<file path="src/rtl/vnd_isqrt.sv">
// Pipelined integer square root, one result bit per stage, floored.
// A side bus travels alongside each word. No package dependencies.
module vnd_isqrt #(
   parameter int IN_W   = 52,
   parameter int SIDE_W = 8,
   localparam int RW    = IN_W / 2
) (
   input  logic              clock,
   input  logic              reset,
   input  logic              en,
   input  logic              in_valid,
   input  logic [IN_W-1:0]   in_sum,
   input  logic [SIDE_W-1:0] in_side,
   output logic              out_valid,
   output logic [RW-1:0]     out_root,
   output logic [SIDE_W-1:0] out_side
);

   logic              valid_ff [RW];
   logic [IN_W-1:0]   sum_ff   [RW];
   logic [RW+1:0]     rem_ff   [RW];
   logic [RW-1:0]     root_ff  [RW];
   logic [SIDE_W-1:0] side_ff  [RW];

   for (genvar k = 0; k < RW; k++) begin : g_stage
      logic              pv;
      logic [IN_W-1:0]   psum;
      logic [RW+1:0]     prem;
      logic [RW-1:0]     proot;
      logic [SIDE_W-1:0] pside;
      logic [RW+1:0]     rem_t;
      logic [RW+1:0]     trial;
      logic              ge;
      logic [RW+1:0]     rem_in;
      logic [RW-1:0]     root_in;

      if (k == 0) begin : g_first
         assign pv    = in_valid;
         assign psum  = in_sum;
         assign prem  = '0;
         assign proot = '0;
         assign pside = in_side;
      end else begin : g_next
         assign pv    = valid_ff[k-1];
         assign psum  = sum_ff[k-1];
         assign prem  = rem_ff[k-1];
         assign proot = root_ff[k-1];
         assign pside = side_ff[k-1];
      end

      always_comb begin
         rem_t   = {prem[RW-1:0], psum[IN_W-1 -: 2]};
         trial   = {proot, 2'b01};
         ge      = (rem_t >= trial);
         rem_in  = ge ? (rem_t - trial) : rem_t;
         root_in = {proot[RW-2:0], ge};
      end

      always_ff @(posedge clock) begin
         if (reset) begin
            valid_ff[k] <= 1'b0;
         end else if (en) begin
            valid_ff[k] <= pv;
         end
         if (en) begin
            sum_ff[k]  <= psum << 2;
            rem_ff[k]  <= rem_in;
            root_ff[k] <= root_in;
            side_ff[k] <= pside;
         end
      end
   end

   assign out_valid = valid_ff[RW-1];
   assign out_root  = root_ff[RW-1];
   assign out_side  = side_ff[RW-1];

endmodule

</file>
<file path="config.mk">
export PLATFORM = sky130hd
export DESIGN_NAME = vnd_isqrt
export DESIGN_NICKNAME = d
export VERILOG_FILES = /design/src/rtl/vnd_isqrt.sv
export SDC_FILE = /design/constraint.sdc
export NUM_CORES = 2
export LEC_CHECK = 0
export BUFFER_PORTS_ARGS = -buffer_cell sky130_fd_sc_hd__buf_4
export CAP_MARGIN = 20
export CORE_MARGIN = 2
export CORE_UTILIZATION = 50
export DETAILED_ROUTE_END_ITERATION = 10
export HOLD_SLACK_MARGIN = 0.05
export PLACE_DENSITY = 0.73
export SKIP_LAST_GASP = 1
export SYNTH_ARGS = -nofsm -noshare
export SYNTH_HDL_FRONTEND = slang
export SYNTH_SLANG_ARGS = --single-unit
export TNS_END_PERCENT = 1
</file>
<file path="constraint.sdc">
create_clock -name clock -period 4.1 [get_ports clock]
set_input_delay 0.82 -clock clock [delete_from_list [all_inputs] [get_ports clock]]
set_output_delay 0.82 -clock clock [all_outputs]
set_load 0.05 [all_outputs]
</file>
Word-level counts from Yosys, hierarchy flattened
Memory sizes are Yosys's and may differ from the RTL's.
Index checks and enable logic that the tools add are counted.

cells by class
  muxes and demuxes = 58
  bitwise gates (word level) = 26
  order comparisons = 26
  $add $sub $neg = 26

operator list
  kind                 count
  $mux 28              26
  $ge 28x28->1         25
  $sub 28x28->28       25
  $mux 1               32
  $or 1x1->1           26
  $sub 2x1->3 const B  1
  $ge 2x1->1 const B   1

word-level totals
  input port bits = 64
  register bits = 0
  logic and storage cells = 141
  memories = 5
  output and inout bits = 35
  bits in writable memories = 2938

memory list
  memory    words  bits a word  read ports  clocked after Yosys merged registers in  write ports  line  text
  sum_ff    26     50           25          0                                        26           20    logic [IN_W-1:0] sum_ff [RW];
  rem_ff    26     28           25          0                                        26           21    logic [RW+1:0] rem_ff [RW];
  root_ff   26     26           26          0                                        26           22    logic [RW-1:0] root_ff [RW];
  side_ff   26     8            26          0                                        26           23    logic [SIDE_W-1:0] side_ff [RW];
  valid_ff  26     1            26          0                                        26           19    logic valid_ff [RW];

Longest topological paths before layout
  depth after elaboration = 4
  depth in mapped cells = 14
  depth with buffers taken out = 12

Least setup slack after synthesis
Ideal clock, no wire load.

  kind = register -> register
  from = memory rem_ff[23][5] (netlist name)
  to = memory rem_ff[24][14] (netlist name), data pin
  setup time = 0.260 ns
  buffers on the path = 2
  arrival = 3.013 ns
  setup slack = 0.827 ns
  cell stages (with the launch flop) = 12
  path through = edfxtp_1 ha_1 a211oi_1 o21bai_1 a21o_1 a221o_1 a2111oi_0 o31ai_1 a31o_2 clkbuf_1 buf_2 mux2_2

RTL lines
  what         line
  from (decl)  21

==> results.json <==
{
  "cp_max_fo": 41,
  "drt_iter0_markers": 3332,
  "critPathMaxStageDelay_ns": 0.42,
  "io_pins": 99,
  "ir_worst_vdd_mv": 0.452,
  "initial_core_util_pct": 50.2,
  "die_x_um": 408,
  "path_cells": "inv_1 > ha_1 > nor2b_1 > o31ai_1 > a211oi_1 > o41ai_1 > buf_4 > o21ai_0 > a21oi_1 > o21bai_2 > buf_4 > mux2_2",
  "cp_data_arrival_time_ns": 4.15,
  "combPwrFrac_pct": 18.1,
  "worst_clock_skew_ns": 0.0239,
  "yosysMostFrequentCell": "edfxtp_1",
  "syn_to_final_growth_pct": 12.2,
  "timing.critical_path.buf_inv": 3,
  "clock_sinks": 1850,
  "p_int_uw": 37100,
  "maxSlewViolCount": 0,
  "ys_types": 83,
  "worstSetupPathType": "register to register",
  "syn_area_per_cell_sq_um": 13.8,
  "total_power_uw": 50600,
  "synth_area_leader_cell": "edfxtp_1",
  "ys_seq_area_share_pct": 68.1,
  "synth_edf_count": 1850,
  "antenna_left": 0,
  "syn_inst": 5903,
  "p_leak_uw": 0.0349,
  "core-area_sq_um": 162000,
  "maxSlewHeadroom_pct": 38.6,
  "synthFlopType": "edfxtp_1",
  "viasPerCell": 5.40,
  "rsz0062_at_grt": "no",
  "clockBufferDepth": 3,
  "p_switching_uw": 13500,
  "finalSetupViolCount": 0,
  "synthArstFlopShare_pct": 0,
  "period_minus_slack_ns": 3.59,
  "num_rows": 148,
  "hold_buffers": 0,
  "crit_top_cell": "buf_4",
  "synth_fp_nets": 6346,
  "cp.required_ns": 4.67,
  "final_net_count": 6614,
  "wirelength_um": 145000,
  "worst_slew_pin_slew_ns": 0.898,
  "ys_warn_count": 0,
  "final_util_pct": 56.4,
  "period_share_pct": 87.4,
  "dr_total_vias": 45884,
  "drt_first_pass_iters": 7,
  "status": "complete, no violations",
  "nFillCells": 12837,
  "drc_errors": 0,
  "finalHoldViolations": 0,
  "worstSkewPairLatency_ns": 0.81,
  "port_buffers": 98,
  "tns_ns": 0,
  "clk_pin_slew_worst_paths_ns": 0.06,
  "wire_per_inst_um": 17.1,
  "clock_power_share_pct": 32.5,
  "cts_buffers": 187,
  "antenna_found_initial": 0,
  "seqPwrFrac_pct": 49.4,
  "synth.area.top_cells": "edfxtp_1 (68%), ha_1 (5.8%), xnor2_1 (2.7%)",
  "fmaxAchievable_ghz": 0.279,
  "post_cts_buffers": 0,
  "die_y_um": 408,
  "dieArea_sq_um": 166000,
  "overflow": 0,
  "placedInstanceArea_sq_um": 85600,
  "path_delay_family": "compound AO/OA/AOI/OAI gates",
  "ys_ff_latch": 1850,
  "hpwl_um": 102000,
  "fin_area_sq_um": 91600,
  "hold_class": "primary input to register",
  "place_congestion": 0.918,
  "netlist_area_sq_um": 81600,
  "drive_above_1_share_pct": 8.67,
  "cp_slowest_cell": "buf_4",
  "end_kind": "register",
  "grt_max_degree": 117,
  "cts_root_buffer": "clkbuf_16",
  "cts_resized": 0,
  "switching_share_pct": 26.6,
  "groute.usage.overall_pct": 17.4,
  "htreeDepth": 4,
  "p_per_area_nw_per_um2": 553,
  "yosysTopAreaCellShare_pct": 68.1,
  "tritoncts": "done",
  "grt_pass1_vias": 45612,
  "startpoint_type": "register",
  "grt_pass1_wl_um": 234000,
  "synthTopCellsByCount": "edfxtp_1 (1850), inv_1 (469), ha_1 (379), a21oi_1 (368), nor2_1 (341)",
  "cap_violations": 0
}
registers in the layout (all words and copies together) (netlist names):
| name | count |
|---|---|
| root_ff | 351 |
| valid_ff | 26 |
| rem_ff | 615 |
| side_ff | 208 |
| sum_ff | 650 |
power by group through the flow:
stage                     sequential [uW]  combinational (uW)  clock [uW]
after floorplan                     24900                6660           0
after global placement              25300                8860           0
after detailed placement            25400                9070           0
after CTS                           25000                9150       17000
after global routing                25200               10200       17600
final                               25000                9180       16500
cells in the final DEF (no fill, tap or decap), drive strengths merged, types with 177 or more instances in the layout:
master | netlist | routed
nor2 | 341 | 341
buf | 18 | 177
edfxtp | 1850 | 1850
a21oi | 368 | 368
o21ai | 288 | 288
inv | 469 | 476
ha | 379 | 379
nand2 | 337 | 337
clkbuf | 80 | 233
xor2 | 242 | 242
xnor2 | 254 | 254
cell type report:
cell class | instances | area (sq um) | area share, %
clock inverter | 105 | 1060 | 1.15
timing repair buffer | 177 | 1610 | 1.76
antenna | 1 | 2.50 | 0.00273
multi-input combinational | 3486 | 24000 | 26.2
inverter | 469 | 1760 | 1.92
sequential | 1850 | 55600 | 60.7
tap | 2175 | 2720 | 2.97
clock buffer | 233 | 4890 | 5.35
through the flow:
stage               std cells  setup WS (ns)  hold WS (ns)
floorplan                5903          0.827         0.400
global placement         8157          0.668         0.400
detailed placement       8157          0.592         0.405
CTS                      8495          0.568        0.0989
global route             8495          0.258         0.122
finish                   8496          0.515         0.183
layer usage:
layer	routed length, um	share of wire [%]	global-route usage (%)	vias to the layer above
met5	0	0	0	-
met4	5090	3.5	7.09	0
met3	5900	4.1	2.62	334
met2	73100	50	30.3	986
met1	61300	42	21.7	22069
li1	-	-	-	22495
cells by family (layout without fill, tap and decap cells):
group,after synthesis,count (layout),synth area share (%)
AO/OA/AOI/OAI,1129,1129,8.54
XOR/XNOR,496,496,5.32
buffers and inverters,567,984,2.63
other,1,2,0.00460
flip-flops,1850,1850,68.1
adder cells (fa/ha/maj),379,379,5.81
multiplexers,64,64,0.876
AND/OR/NAND/NOR,1417,1417,8.72
path summary, 6_finish.rpt:
| path | start | to | slack, ns | cells after the start |
|---|---|---|---|---|
| hold / removal | in_side[4] | side_ff[0][4] | 0.18 | 1 |
| hold reg to reg | sum_ff[7][19] | sum_ff[8][21] | 0.40 | 0 |
| setup / recovery | root_ff[21][0] | rem_ff[22][8] | 0.51 | 12 |
| setup reg to reg | root_ff[21][0] | rem_ff[22][8] | 0.51 | 12 |
worst register-to-register path, cell delays in order, from the launching register on:
cell,delay [ns]
edfxtp_1,0.39
inv_1,0.06
ha_1,0.35
nor2b_1,0.29
o31ai_1,0.15
a211oi_1,0.36
o41ai_1,0.12
buf_4,0.17
o21ai_0,0.24
a21oi_1,0.19
o21bai_2,0.16
buf_4,0.42
mux2_2,0.43
(Power assumes the default switching activity.)
